<file path="config.mk">
export PLATFORM = sky130hd
export DESIGN_NAME = tcp_receive_state_machine
export DESIGN_NICKNAME = d
export VERILOG_FILES = /design/src/trsm_pkg.sv /design/src/tcp_receive_state_machine.sv /design/src/trsm_front.sv /design/src/trsm_back.sv
export SDC_FILE = /design/constraint.sdc
export NUM_CORES = 1
export LEC_CHECK = 0
export BUFFER_PORTS_ARGS = -buffer_cell sky130_fd_sc_hd__buf_4
export CORE_MARGIN = 4
export CORE_UTILIZATION = 40
export CTS_BUF_LIST = sky130_fd_sc_hd__clkbuf_16
export CTS_CLUSTER_SIZE = 40
export DETAILED_ROUTE_END_ITERATION = 8
export GPL_TIMING_DRIVEN = 0
export PLACE_DENSITY = 0.56
export SKIP_LAST_GASP = 1
export SLEW_MARGIN = 5
export SYNTH_ARGS = -nofsm -noshare
export SYNTH_HDL_FRONTEND = slang
export SYNTH_SLANG_ARGS = --single-unit
</file>
<file path="constraint.sdc">
create_clock -name clk -period 16.6 [get_ports clk]
set_clock_uncertainty 0.05 [all_clocks]
set_input_delay 1.66 -clock clk [delete_from_list [all_inputs] [get_ports clk]]
set_output_delay 1.66 -clock clk [all_outputs]
set_load 0.01 [all_outputs]
</file>
<file path="src/trsm_pkg.sv">
// Package for the TCP receive state machine: state and verdict codes, flag and wake
// constants, serial sequence compares, the classified segment and the result records.
// Used by every module of the block; depends on nothing.
package trsm_pkg;

  localparam int TRSM_QUEUE_DEPTH = 2;
  localparam int TRSM_IN_W        = 224;
  localparam int TRSM_OUT_W       = 88;

  typedef enum logic [3:0] {
    ST_CLOSED      = 4'd0,
    ST_LISTEN      = 4'd1,
    ST_SYN_RECV    = 4'd2,
    ST_SYN_SENT    = 4'd3,
    ST_ESTABLISHED = 4'd4,
    ST_CLOSE_WAIT  = 4'd5,
    ST_LAST_ACK    = 4'd6,
    ST_FIN_WAIT_1  = 4'd7,
    ST_FIN_WAIT_2  = 4'd8,
    ST_CLOSING     = 4'd9,
    ST_TIME_WAIT   = 4'd10
  } state_t;

  localparam logic [3:0] ST_LAST_CODE = 4'd10;

  typedef enum logic [1:0] {
    V_DONE  = 2'd0,
    V_DROP  = 2'd1,
    V_STALL = 2'd2
  } verdict_t;

  localparam logic [0:0] CMD_SEGMENT = 1'b0;

  localparam logic [5:0] TCP_FIN = 6'd1;
  localparam logic [5:0] TCP_SYN = 6'd2;
  localparam logic [5:0] TCP_RST = 6'd4;
  localparam logic [5:0] TCP_ACK = 6'd16;
  localparam logic [5:0] TCP_RST_ACK = TCP_RST | TCP_ACK;
  localparam logic [5:0] TCP_SYN_ACK = TCP_SYN | TCP_ACK;

  localparam logic [3:0] W_SEND    = 4'd1;
  localparam logic [3:0] W_RECV    = 4'd2;
  localparam logic [3:0] W_CONNECT = 4'd4;
  localparam logic [3:0] W_ACCEPT  = 4'd8;

  // Segment after decode: flag classes and the compares that need no connection state.
  typedef struct packed {
    logic        cmd;
    logic        force_ok;
    logic [3:0]  forced_state;
    logic        is_rst_ack;
    logic        is_syn;
    logic        is_syn_ack;
    logic        is_ack;
    logic        ackf;
    logic        finf;
    logic        plen_nz;
    logic        stall;
    logic        ack_le_snd;
    logic        accept_full;
    logic [31:0] seq;
    logic [31:0] seq_end;
    logic [31:0] ack;
    logic [15:0] wnd;
    logic [15:0] plen;
    logic [15:0] bfree;
    logic [15:0] buf_left;
    logic [31:0] iss;
  } item_t;

  typedef struct packed {
    state_t      conn_state;
    logic [5:0]  send_ctrl_flags;
    logic        send_reset;
    logic [15:0] store_len;
    logic [3:0]  wake_mask;
    logic        start_timewait;
    logic        release_conn;
    verdict_t    verdict;
    logic [15:0] send_window;
    logic [31:0] recv_next;
  } result_t;

  // a <= b modulo 2^32
  function automatic logic seq_le(input logic [31:0] a, input logic [31:0] b);
    logic [31:0] d;
    d = b - a;
    return !d[31];
  endfunction

  // a < b modulo 2^32
  function automatic logic seq_lt(input logic [31:0] a, input logic [31:0] b);
    logic [31:0] d;
    d = b - a;
    return (d != 32'd0) && !d[31];
  endfunction

endpackage

</file>
<file path="src/tcp_receive_state_machine.sv">
// Top level of the TCP receive state machine: front end, queue and back end joined to
// the stream ports. Depends on trsm_pkg, trsm_front and trsm_back.
//
// Usage: each transfer on the s_ channel is one step for a single connection: a
// received segment header (s_tuser low) or an application command that forces the
// connection state (s_tuser high). Every step yields exactly one transfer on the m_
// channel carrying the state after the step, the control flags and reset to send, the
// bytes to store, waiter wake-ups, time-wait start, release and the verdict.
// Path: each step is written into the front queue, then the back end loads its result
// register from the queue head, and the result is offered on the m_ channel from that
// register.
// Throughput: one step per cycle while results are taken; the back end reads the connection
// registers, evaluates the step and writes them back in the same cycle, so steps can follow
// each other without gaps.
// Stalls: when a result is offered and m_tready is low the result register holds; the
// front queue keeps taking transfers until its QUEUE_DEPTH entries are full, then s_tready drops.
// Reset: rst empties the queue and the result register, puts the connection in
// CLOSED and clears the sequence and window registers.
module tcp_receive_state_machine
  import trsm_pkg::*;
#(
  parameter int QUEUE_DEPTH = TRSM_QUEUE_DEPTH
) (
  input  logic                  clk,
  input  logic                  rst,
  input  logic                  s_tvalid,
  output logic                  s_tready,
  // forced_state[3:0] seg_flags[9:4] seg_seq[41:10] seg_seq_end[73:42]
  // seg_ack[105:74] seg_window[121:106] payload_len[137:122] rx_buf_free[153:138]
  // send_next[185:154] new_iss[217:186] accept_full[218], zeros above
  input  logic [TRSM_IN_W-1:0]  s_tdata,
  // cmd
  input  logic                  s_tuser,
  output logic                  m_tvalid,
  input  logic                  m_tready,
  // conn_state[3:0] send_ctrl_flags[9:4] send_reset[10] store_len[26:11]
  // wake_mask[30:27] start_timewait[31] release_conn[32] send_window[48:33]
  // recv_next[80:49], zeros above
  output logic [TRSM_OUT_W-1:0] m_tdata,
  // verdict
  output logic [1:0]            m_tuser
);

  item_t   q_item;
  logic    q_valid;
  logic    q_ready;
  result_t out_res;

  trsm_front #(
    .QUEUE_DEPTH(QUEUE_DEPTH)
  ) u_front (
    .clk     (clk),
    .rst     (rst),
    .s_tvalid(s_tvalid),
    .s_tready(s_tready),
    .s_tdata (s_tdata),
    .s_tuser (s_tuser),
    .q_valid (q_valid),
    .q_ready (q_ready),
    .q_item  (q_item)
  );

  trsm_back u_back (
    .clk      (clk),
    .rst      (rst),
    .q_valid  (q_valid),
    .q_ready  (q_ready),
    .q_item   (q_item),
    .out_valid(m_tvalid),
    .out_ready(m_tready),
    .out_res  (out_res)
  );

  // pack the result, conn_state in the lowest bits
  assign m_tdata = {7'd0,
                    out_res.recv_next,
                    out_res.send_window,
                    out_res.release_conn,
                    out_res.start_timewait,
                    out_res.wake_mask,
                    out_res.store_len,
                    out_res.send_reset,
                    out_res.send_ctrl_flags,
                    out_res.conn_state};
  assign m_tuser = out_res.verdict;

`ifndef SYNTHESIS
  // reset empties the result register
  a_reset_empty: assert property (@(posedge clk) rst |=> !m_tvalid)
    else $error("result offered right after reset");

  // a reset to the peer only leaves the connection closed
  a_reset_closed: assert property (@(posedge clk) disable iff (rst)
    m_tvalid && out_res.send_reset |-> out_res.conn_state == ST_CLOSED)
    else $error("reset sent while connection stays open");

  // time-wait start always comes with an ACK and the TIME_WAIT state
  a_timewait: assert property (@(posedge clk) disable iff (rst)
    m_tvalid && out_res.start_timewait |->
      out_res.conn_state == ST_TIME_WAIT && out_res.send_ctrl_flags == TCP_ACK)
    else $error("time-wait start without TIME_WAIT and ACK");

  // a stalled segment stores nothing and wakes only the reader
  a_stall: assert property (@(posedge clk) disable iff (rst)
    m_tvalid && out_res.verdict == V_STALL |->
      out_res.store_len == 16'd0 && out_res.wake_mask == W_RECV)
    else $error("buffer stall with side effects");
`endif

endmodule

</file>
<file path="src/trsm_front.sv">
// Front end of the TCP receive state machine: takes segment transfers, classifies the
// flags, does the stateless compares and parks the result in a short queue.
// Depends on trsm_pkg.
module trsm_front
  import trsm_pkg::*;
#(
  parameter int QUEUE_DEPTH = TRSM_QUEUE_DEPTH
) (
  input  logic                 clk,
  input  logic                 rst,
  input  logic                 s_tvalid,
  output logic                 s_tready,
  input  logic [TRSM_IN_W-1:0] s_tdata,
  input  logic                 s_tuser,
  output logic                 q_valid,
  input  logic                 q_ready,
  output item_t                q_item
);

  localparam int PTR_W = (QUEUE_DEPTH > 1) ? $clog2(QUEUE_DEPTH) : 1;
  localparam int CNT_W = $clog2(QUEUE_DEPTH + 1);
  localparam logic [PTR_W-1:0] PTR_LAST = PTR_W'(QUEUE_DEPTH - 1);
  localparam logic [CNT_W-1:0] CNT_FULL = CNT_W'(QUEUE_DEPTH);

  item_t            queue [QUEUE_DEPTH];
  logic [PTR_W-1:0] wr_ptr, wr_ptr_next;
  logic [PTR_W-1:0] rd_ptr, rd_ptr_next;
  logic [CNT_W-1:0] count, count_next;
  item_t            cls;
  logic             push, pop;
  logic [5:0]       flags;
  logic [31:0]      send_next;

  // classify the incoming transfer
  always_comb begin
    flags            = s_tdata[9:4];
    send_next        = s_tdata[185:154];
    cls.cmd          = s_tuser;
    cls.forced_state = s_tdata[3:0];
    cls.force_ok     = s_tdata[3:0] <= ST_LAST_CODE;
    cls.is_rst_ack   = flags == TCP_RST_ACK;
    cls.is_syn       = flags == TCP_SYN;
    cls.is_syn_ack   = flags == TCP_SYN_ACK;
    cls.is_ack       = flags == TCP_ACK;
    cls.ackf         = (flags & TCP_ACK) != 6'd0;
    cls.finf         = (flags & TCP_FIN) != 6'd0;
    cls.seq          = s_tdata[41:10];
    cls.seq_end      = s_tdata[73:42];
    cls.ack          = s_tdata[105:74];
    cls.wnd          = s_tdata[121:106];
    cls.plen         = s_tdata[137:122];
    cls.bfree        = s_tdata[153:138];
    cls.iss          = s_tdata[217:186];
    cls.accept_full  = s_tdata[218];
    cls.plen_nz      = cls.plen != 16'd0;
    cls.stall        = cls.ackf && cls.plen_nz && (cls.bfree < cls.plen);
    cls.buf_left     = cls.bfree - cls.plen;
    cls.ack_le_snd   = seq_le(cls.ack, send_next);
  end

  assign s_tready = count != CNT_FULL;
  assign push     = s_tvalid && s_tready;
  assign q_valid  = count != '0;
  assign pop      = q_valid && q_ready;
  assign q_item   = queue[rd_ptr];

  always_comb begin
    wr_ptr_next = wr_ptr;
    rd_ptr_next = rd_ptr;
    count_next  = count;
    if (push) begin
      wr_ptr_next = (wr_ptr == PTR_LAST) ? '0 : wr_ptr + 1'b1;
    end
    if (pop) begin
      rd_ptr_next = (rd_ptr == PTR_LAST) ? '0 : rd_ptr + 1'b1;
    end
    if (push && !pop) begin
      count_next = count + 1'b1;
    end else if (pop && !push) begin
      count_next = count - 1'b1;
    end
  end

  always_ff @(posedge clk) begin
    if (rst) begin
      wr_ptr <= '0;
      rd_ptr <= '0;
      count  <= '0;
    end else begin
      wr_ptr <= wr_ptr_next;
      rd_ptr <= rd_ptr_next;
      count  <= count_next;
    end
  end

  always_ff @(posedge clk) begin
    if (push) begin
      queue[wr_ptr] <= cls;
    end
  end

endmodule

</file>
<file path="src/trsm_back.sv">
// Back end of the TCP receive state machine: holds the connection state and windows,
// carries out one classified segment or forced state per cycle into a result register
// while that register is empty or being read out. Depends on trsm_pkg.
module trsm_back
  import trsm_pkg::*;
(
  input  logic    clk,
  input  logic    rst,
  input  logic    q_valid,
  output logic    q_ready,
  input  item_t   q_item,
  output logic    out_valid,
  input  logic    out_ready,
  output result_t out_res
);

  state_t      state, state_next;
  logic [31:0] una, una_next;
  logic [15:0] swnd, swnd_next;
  logic [31:0] rnxt, rnxt_next;
  logic [15:0] rwnd, rwnd_next;
  result_t     res;

  logic        take;
  logic        in_win;
  logic [31:0] win_end;
  logic        wu_ok, wu_early, do_wu;
  logic [31:0] ack_dist;
  logic [32:0] wsum;
  logic [15:0] wsat;
  logic        data_state;

  assign q_ready = !out_valid || out_ready;
  assign take    = q_valid && q_ready;

  always_comb begin
    win_end    = rnxt + ((rwnd != 16'd0) ? {16'd0, rwnd} : 32'd1);
    in_win     = seq_lt(q_item.seq, win_end) && seq_le(rnxt, q_item.seq_end);
    wu_ok      = seq_le(una, q_item.ack) && q_item.ack_le_snd;
    wu_early   = (state == ST_SYN_RECV) || (state == ST_SYN_SENT);
    ack_dist   = q_item.ack - una;
    wsum       = {17'd0, swnd} + {1'b0, ack_dist};
    wsat       = (wsum[32:16] != 17'd0) ? 16'hFFFF : wsum[15:0];
    data_state = (state == ST_ESTABLISHED) || (state == ST_FIN_WAIT_1) ||
                 (state == ST_FIN_WAIT_2);

    state_next = state;
    una_next   = una;
    swnd_next  = swnd;
    rnxt_next  = rnxt;
    rwnd_next  = rwnd;
    do_wu      = 1'b0;

    res.conn_state      = state;
    res.send_ctrl_flags = 6'd0;
    res.send_reset      = 1'b0;
    res.store_len       = 16'd0;
    res.wake_mask       = 4'd0;
    res.start_timewait  = 1'b0;
    res.release_conn    = 1'b0;
    res.verdict         = V_DONE;
    res.send_window     = swnd;
    res.recv_next       = rnxt;

    if (q_item.cmd != CMD_SEGMENT) begin
      if (q_item.force_ok) begin
        state_next = state_t'(q_item.forced_state);
        una_next   = q_item.iss;
        rwnd_next  = q_item.bfree;
      end
    end else if (state == ST_CLOSED) begin
      res.send_reset = 1'b1;
    end else if (q_item.is_rst_ack) begin
      state_next       = ST_CLOSED;
      res.release_conn = 1'b1;
    end else begin
      case (state)
        ST_LISTEN: begin
          if (q_item.is_syn) begin
            state_next          = ST_SYN_RECV;
            una_next            = q_item.iss;
            rnxt_next           = q_item.seq_end;
            rwnd_next           = q_item.bfree;
            res.send_ctrl_flags = TCP_SYN_ACK;
          end
        end
        ST_SYN_SENT: begin
          if (q_item.is_syn_ack) begin
            rnxt_next           = q_item.seq_end;
            do_wu               = 1'b1;
            state_next          = ST_ESTABLISHED;
            res.send_ctrl_flags = TCP_ACK;
            res.wake_mask       = W_CONNECT;
          end
        end
        ST_SYN_RECV: begin
          if (q_item.is_ack) begin
            if (!in_win) begin
              res.verdict = V_DROP;
            end else begin
              do_wu = 1'b1;
              if (q_item.accept_full) begin
                state_next       = ST_CLOSED;
                res.send_reset   = 1'b1;
                res.release_conn = 1'b1;
              end else begin
                state_next    = ST_ESTABLISHED;
                res.wake_mask = W_ACCEPT;
              end
            end
          end
        end
        ST_ESTABLISHED, ST_FIN_WAIT_1, ST_FIN_WAIT_2, ST_LAST_ACK, ST_CLOSE_WAIT: begin
          if (!in_win) begin
            res.verdict = V_DROP;
          end else if (data_state && q_item.stall) begin
            res.verdict   = V_STALL;
            res.wake_mask = W_RECV;
          end else if (!data_state) begin
            if (q_item.ackf) begin
              do_wu = 1'b1;
              if (state == ST_LAST_ACK) begin
                state_next       = ST_CLOSED;
                res.release_conn = 1'b1;
              end
            end
          end else begin
            if (q_item.ackf) begin
              if (q_item.plen_nz) begin
                res.store_len = q_item.plen;
                rwnd_next     = q_item.buf_left;
                res.wake_mask = res.wake_mask | W_RECV;
              end
              if (q_item.plen_nz || (state == ST_ESTABLISHED && q_item.finf)) begin
                rnxt_next           = q_item.seq_end;
                res.send_ctrl_flags = TCP_ACK;
              end
              do_wu = 1'b1;
              if (state == ST_ESTABLISHED && q_item.finf) begin
                state_next    = ST_CLOSE_WAIT;
                res.wake_mask = res.wake_mask | W_RECV;
              end
              if (state == ST_FIN_WAIT_1) begin
                state_next = ST_FIN_WAIT_2;
              end
            end
            if (q_item.finf && ((state == ST_FIN_WAIT_1 && q_item.ackf) ||
                                state == ST_FIN_WAIT_2)) begin
              rnxt_next           = q_item.seq_end;
              state_next          = ST_TIME_WAIT;
              res.send_ctrl_flags = TCP_ACK;
              res.start_timewait  = 1'b1;
            end
          end
        end
        default: begin
          // closing and time wait ignore segments other than RST+ACK
        end
      endcase
    end

    // send window update, only when the acknowledgement lies in [una, snd_nxt]
    if (do_wu && wu_ok) begin
      una_next = q_item.ack;
      if (wu_early) begin
        swnd_next = q_item.wnd;
      end else begin
        swnd_next = wsat;
        if (swnd == 16'd0) begin
          res.wake_mask = res.wake_mask | W_SEND;
        end
      end
    end

    res.conn_state  = state_next;
    res.send_window = swnd_next;
    res.recv_next   = rnxt_next;
  end

  always_ff @(posedge clk) begin
    if (rst) begin
      state     <= ST_CLOSED;
      una       <= '0;
      swnd      <= '0;
      rnxt      <= '0;
      rwnd      <= '0;
      out_valid <= 1'b0;
    end else begin
      if (take) begin
        state <= state_next;
        una   <= una_next;
        swnd  <= swnd_next;
        rnxt  <= rnxt_next;
        rwnd  <= rwnd_next;
      end
      if (take) begin
        out_valid <= 1'b1;
      end else if (out_ready) begin
        out_valid <= 1'b0;
      end
    end
  end

  always_ff @(posedge clk) begin
    if (take) begin
      out_res <= res;
    end
  end

endmodule
</file>
==> results of run 1 <==
-- metrics by stage --
step | instance area, um2 | std cells | worst slack (ps) | utilization (%) | total power (W)
2_1_floorplan | 32400 | 2819 | 5399 | - | 0.004275
3_3_place_gp | 36010 | 4182 | 67.58 | 44.77 | 0.005328
3_5_place_dp | 36290 | 4194 | 4865 | 45.13 | 0.005295
4_1_cts | 38400 | 4321 | 4843 | 47.75 | 0.006735
5_1_grt | 38400 | 4322 | 4326 | 47.75 | 0.007120
6_report | 38410 | 4323 | 5155 | 47.76 | 0.006684
-- registers in the layout, summed over array words and instances (netlist names), named ones only --
signal	flops
u_back.out_res	79
u_back.out_valid	1
u_back.rnxt	32
u_back.rwnd	16
u_back.state	4
u_back.swnd	16
u_back.una	32
u_front.count	2
u_front.queue	416
u_front.rd_ptr	1
u_front.wr_ptr	1
-- placed cells by master (no fill, tap or decap), types with 14 or more instances in the layout --
master / synthesis / routed
nand2b_1: 22 / 22
nor2b_1: 15 / 15
a211oi_1: 54 / 54
buf_1: 14 / 14
inv_1: 156 / 176
a21oi_1: 208 / 208
mux2i_1: 152 / 152
buf_2: 21 / 21
mux2_2: 113 / 113
buf_4: 17 / 320
fa_1: 19 / 19
xnor2_1: 39 / 39
nand2_1: 174 / 174
and3_1: 17 / 16
o211ai_1: 19 / 19
xor2_1: 25 / 25
nor2_1: 176 / 175
edfxtp_1: 495 / 495
dfxtp_1: 106 / 106
and2_1: 74 / 74
o21a_1: 26 / 26
clkbuf_16: 0 / 71
nor3_1: 40 / 40
o21bai_1: 16 / 16
nor4_1: 32 / 32
o21ai_1: 16 / 16
mux4_2: 17 / 17
nand4_1: 29 / 29
a31oi_1: 19 / 19
o21ai_0: 141 / 141
ha_1: 171 / 171
o2bb2ai_1: 16 / 16
a21o_1: 50 / 50
nand3_1: 33 / 33
clkbuf_1: 96 / 95
clkinv_1: 1 / 15
-- worst min-delay path: cells and delay by family (launching register included) --
kind	cells	cell delay (ps)
DFF	1	330
and+or+nand+nor	1	70
muxes	1	70
-- power groups by stage --
stage / logic (W) / registers [W] / clock network (W)
2_1_floorplan: 0.00207 / 0.00220 / 0
3_3_place_gp: 0.00309 / 0.00223 / 0
3_5_place_dp: 0.00317 / 0.00213 / 0
4_1_cts: 0.00319 / 0.00210 / 0.00145
5_1_grt: 0.00349 / 0.00212 / 0.00151
6_report: 0.00318 / 0.00209 / 0.00141
-- per-layer routing --
layer  GRT usage, %  up-vias  part of all wire, %
met3          3.078      130                  4.4
met4          5.986        4                  2.7
met1          27.06    11500                   42
li1               -    11320                    -
met5              0        -                0.023
met2          38.91      586                   51
-- cell type report --
type	count	area [um2]	area share (%)
inverter	158	593.1	1.544
tap	1060	1326	3.453
sequential	601	16990	44.23
clock inverter	56	331.6	0.8633
buffer	148	649.4	1.691
timing repair buffer	315	2545	6.626
clock buffer	71	1777	4.626
antenna	2	5.005	0.01303
multi-input combinational	1912	14190	36.95
-- how the worst max path moves through the flow --
| stage | start | to | slack, ps | depth (start not counted) |
|---|---|---|---|---|
| 6_report | flip-flop | u_back.out_res[5] | 5150 | 25 |
| 5_1_grt | flip-flop | u_back.out_res[5] | 4330 | 25 |
| 4_1_cts | flip-flop | u_back.out_res[5] | 4840 | 25 |
| 3_5_place_dp | flip-flop | u_back.out_res[5] | 4870 | 25 |
| 3_3_place_gp | s_tvalid | u_front.queue[0][175] | 70 | 3 |
| 2_1_floorplan | s_tvalid | u_front.queue[0][0] | 5400 | 2 |
-- cells by family after synthesis --
family	synth area share [%]
XOR/XNOR	1.732
flip-flops	52.48
multiplexers	9.815
buffers and inverters	3.827
other	0.01159
adder cells (fa/ha/maj)	7.785
AO/OA/AOI/OAI	14.10
AND/OR/NAND/NOR	10.25
==> flow_summary.ini, run 1 <==
[floorplan]
core_um2 = 80420
row_count = 104
die_x_um = 292.5
ioPinCount = 321
die_area_um2 = 85530
die_h_um = 292.5
start_util_pct = 40.25

[route]
first_pass_iters = 5
drtAntennaViolNets = 0
wl_per_cell_um = 21.93
drtIter0Drc = 1289
drc = 0
via_per_inst = 5.446
dr_total_vias = 23540
wirelength_um = 94810

[cells_and_area]
final_layout_size_suffix_gt1_share_pct = 18.89
nets = 3624
area_growth_pct = 18.66
n_fill_cell = 7361

[worst_setup_path]
crit_slowest_cell = clkbuf_1
rr_worst_depth = 25
crit_fanout = 10
cpPeakStageDelay_ps = 820
endpoint_kind = flip-flop
start_kind = flip-flop
critPathRequiredTime_ps = 16930
path_delay_family = buffers and inverters
reg2reg_to = u_back.out_res[5]
cp_data_arrival_time_ps = 11780
r2r_slack_ps = 5150
crit_top_cell = clkbuf_1
critical_path_class = flip-flop to flip-flop
critPathBufInv = 10

[logic_synthesis]
netlist.area_leader.share_pct = 45.92
synth-edff-count = 495
synth_top_area_cell = edfxtp_1
avgSynthCellArea_um2 = 11.52
ys_top_cells_by_count = edfxtp_1 (495), a21oi_1 (208), nor2_1 (176), nand2_1 (174), ha_1 (171)
ys_seq_area_share_pct = 52.48
synth_cell_types = 91
synth_flop_cell = edfxtp_1
synth.area.top_cells = edfxtp_1 (46%), ha_1 (6.6%), dfxtp_1 (6.6%)
netlist_instances = 2809
async_flop_share_pct = 0
yosys_warnings = 0
yosysMostFrequentCell = edfxtp_1
synth_area_um2 = 32370
ys_seq_elements = 601

[min_path]
holdPathStages = 2
min_from = u_back.una[0]
hold_end = u_back.una[0]
hold_class = flip-flop to flip-flop

[clock_network]
cts_hold_buf = 0
cts_max_level = 3
clk-insertion-delay-late_ps = 610
postCtsSetupRepairBufs = 0
cts.sinks = 601
clk_pin_slew_worst_paths_ps = 60
cts_root_buf = clkbuf_16
clockBufferDepth = 3
cts_resized = 0
cts_tree = built
cts_made_buffers = 69

[timing]
rsz0062_at_grt = false
final.setup.tns_ps = 0
final-hold-violation-count = 0
hold_ws_ps = 462.5
period_needed_ps = 11450
maxSlewViolCount = 0
setup-violations-final = 0
fmaxAchievable_mhz = 87.37
worstMarginPinSlew_ps = 1006
period_share_pct = 68.95
slew_headroom_pct = 32.95

[power]
p_int_w = 0.003983
combPwrFrac_pct = 47.6
cellLeakagePower_nw = 14.75
p_sw_share_pct = 40.41
peakVddDrop_mv = 0.09711
seq_power_share_pct = 31.3
pwr-share-clk_pct = 21.1
p_per_area_nw_per_um2 = 174.0
power_switching_w = 0.002701

[status]
outcome = finished clean

[global_route]
grt_first_pass_wirelength_um = 143200
grt_pass1_vias = 23890
grt_start_max_net_pins = 60
antenna_found_initial = 4
grtUsageTotal_pct = 21.58
grt_overflow = 0

[placed_design]
gp_congestion = 0.8985
port_buffers = 303
hpwl_um = 74610

[flow_run]
drv_cap = 0
(Power assumes the default switching activity.)
==> inputs of run 2 (changes only) <==
==> constraint.sdc (replaced) <==
create_clock -name clk -period 11.15 [get_ports clk]
set_clock_uncertainty 0.05 [all_clocks]
set_input_delay 1.115 -clock clk [delete_from_list [all_inputs] [get_ports clk]]
set_output_delay 1.115 -clock clk [all_outputs]
set_load 0.01 [all_outputs]
==> flow_summary.ini, run 2 (synthesis results as in run 1) <==
[worst_setup_path]
start_kind = flip-flop
crit_chain = clkbuf_1 -> buf_1 -> buf_2 -> buf_2 -> clkdlybuf4s15_2 -> clkbuf_2 -> clkbuf_2 -> mux2i_1 -> fa_1 -> ha_1 -> o21ai_0 -> a21o_1 -> a211oi_1 -> o21ai_0 -> a21oi_1 -> o221ai_1 -> nor4_1 -> nand4_1 -> nand4_1 -> buf_2 -> clkbuf_1 -> o21ai_0 -> and2_1 -> nor2_1
crit_slowest_cell = a211oi_1
crit_fanout = 19
cpPeakStageDelay_ps = 600
critPathRequiredTime_ps = 11470
rr_worst_depth = 24
endpoint_kind = flip-flop
cp_data_arrival_time_ps = 10510
path_delay_family = buffers and inverters
critical_path_class = flip-flop to flip-flop
critPathBufInv = 9
cp.depth = 24

[floorplan]
core_um2 = 80420
start_util_pct = 40.25
die_x_um = 292.5
die_h_um = 292.5
row_count = 104
die_area_um2 = 85530
ioPinCount = 321

[cells_and_area]
n_fill_cell = 7360
largest_register = u_front.queue
biggestRegsByFlops = u_front.queue: 416 flops, u_back.out_res: 79 flops
stdcell_count = 4321
fin_area_um2 = 38410
final_common_cell = edfxtp_1
nets = 3623
post-route-util_pct = 47.76
area_growth_pct = 18.67
ff_latch_area_um2 = 16990
multi_input_area_um2 = 14190
most-common-layout-cells = edfxtp_1 (495), buf_4 (320), a21oi_1 (208), inv_1 (176), nor2_1 (175)
final_layout_size_suffix_gt1_share_pct = 19.02
largest_register_ffs = 416

[global_route]
grt_start_max_net_pins = 60
grt_overflow = 0
grt_pass1_vias = 23890
grt_util_met1_pct = 27.07
grt_first_pass_wirelength_um = 143300
antenna_found_initial = 4
grtUsageMet2_pct = 38.91
grt.busiest_layer = met2
met3_usage_pct = 3.078
grtUsageTotal_pct = 21.58

[clock_network]
cts_max_level = 3
cts_resized = 4
cts_root_buf = clkbuf_16
clockBufferDepth = 3
cts.sinks = 601
postCtsSetupRepairBufs = 0
cts_tree = built
clk-insertion-delay-late_ps = 610
cts_made_buffers = 69
cts_hold_buf = 0
clk_pin_slew_worst_paths_ps = 60

[min_path]
min_from = u_front.rd_ptr
hold_class = flip-flop to flip-flop
holdPathStages = 2

[timing]
fmaxAchievable_mhz = 98.06
setup-violations-final = 0
final-hold-violation-count = 0
maxSlewViolCount = 0
rsz0062_at_grt = false
period_share_pct = 91.46
slew_headroom_pct = 32.71
period_needed_ps = 10200
worstMarginPinSlew_ps = 1005
fin_ws_ps = 952.4

[power]
p_per_area_nw_per_um2 = 259.0
peakVddDrop_mv = 0.1446
finalPower_w = 0.009948
cellLeakagePower_nw = 14.76

[route]
first_pass_iters = 5
wl_per_cell_um = 21.94
wirelength_um = 94800
drc = 0
via_per_inst = 5.430
drtAntennaViolNets = 0
drtIter0Drc = 1423
dr_total_vias = 23460

[flow_run]
drv_cap = 0

[placed_design]
hpwl_um = 74610
pre_cts_slack_ps = -584.5
placed_area_um2 = 36290
port_buffers = 303
gp_congestion = 0.8985
placed_cells = 4194

[status]
outcome = finished clean
## run 2: path summary, 6_finish.rpt
kind	to	slack [ps]
worst min-delay path	flip-flop	460
worst min register to register	flip-flop	460
worst max-delay path	u_back.out_res[5]	950
worst max register to register	u_back.out_res[5]	950
## run 2: per-layer routing
metal / wire [um] / part of all wire, % / up-vias
met5: 35 / 0.037 / -
met4: 2601 / 2.7 / 6
met3: 4146 / 4.4 / 130
met2: 48310 / 51 / 583
met1: 39700 / 42 / 11420
li1: - / - / 11320
## run 2: power breakdown
| group | leakage, nW | switching (W) | internal [W] | total [W] |
|---|---|---|---|---|
| clock network | 1.10 | 0.000895 | 0.00120 | 0.00210 |
| logic | 8.14 | 0.00297 | 0.00176 | 0.00473 |
| registers | 5.52 | 0.000151 | 0.00296 | 0.00312 |
## run 2: layout make-up
type | count | area share (%)
flip-flops and latches | 601 | 44.22
multi-input cells | 1912 | 36.95
repair buffers | 315 | 6.626
clock buffers | 71 | 4.626
well taps | 1060 | 3.453
plain buffers | 147 | 1.710
inverters | 158 | 1.544
clock inverters | 56 | 0.8632
diodes | 1 | 0.006515
## run 2: worst min-delay path, delay by kind of cell (launching register included)
kind | cells | cell delay, ps
flops | 1 | 320
simple gates | 1 | 80
xor+xnor | 1 | 90
## run 2: metrics by stage
stage,TNS [ps],hold WS (ps)
global placement,-1016040,429.6
finish,0,462.5
global route,0,475.9
detailed placement,-28530,442.9
floorplan,0,412.4
CTS,0,456.0
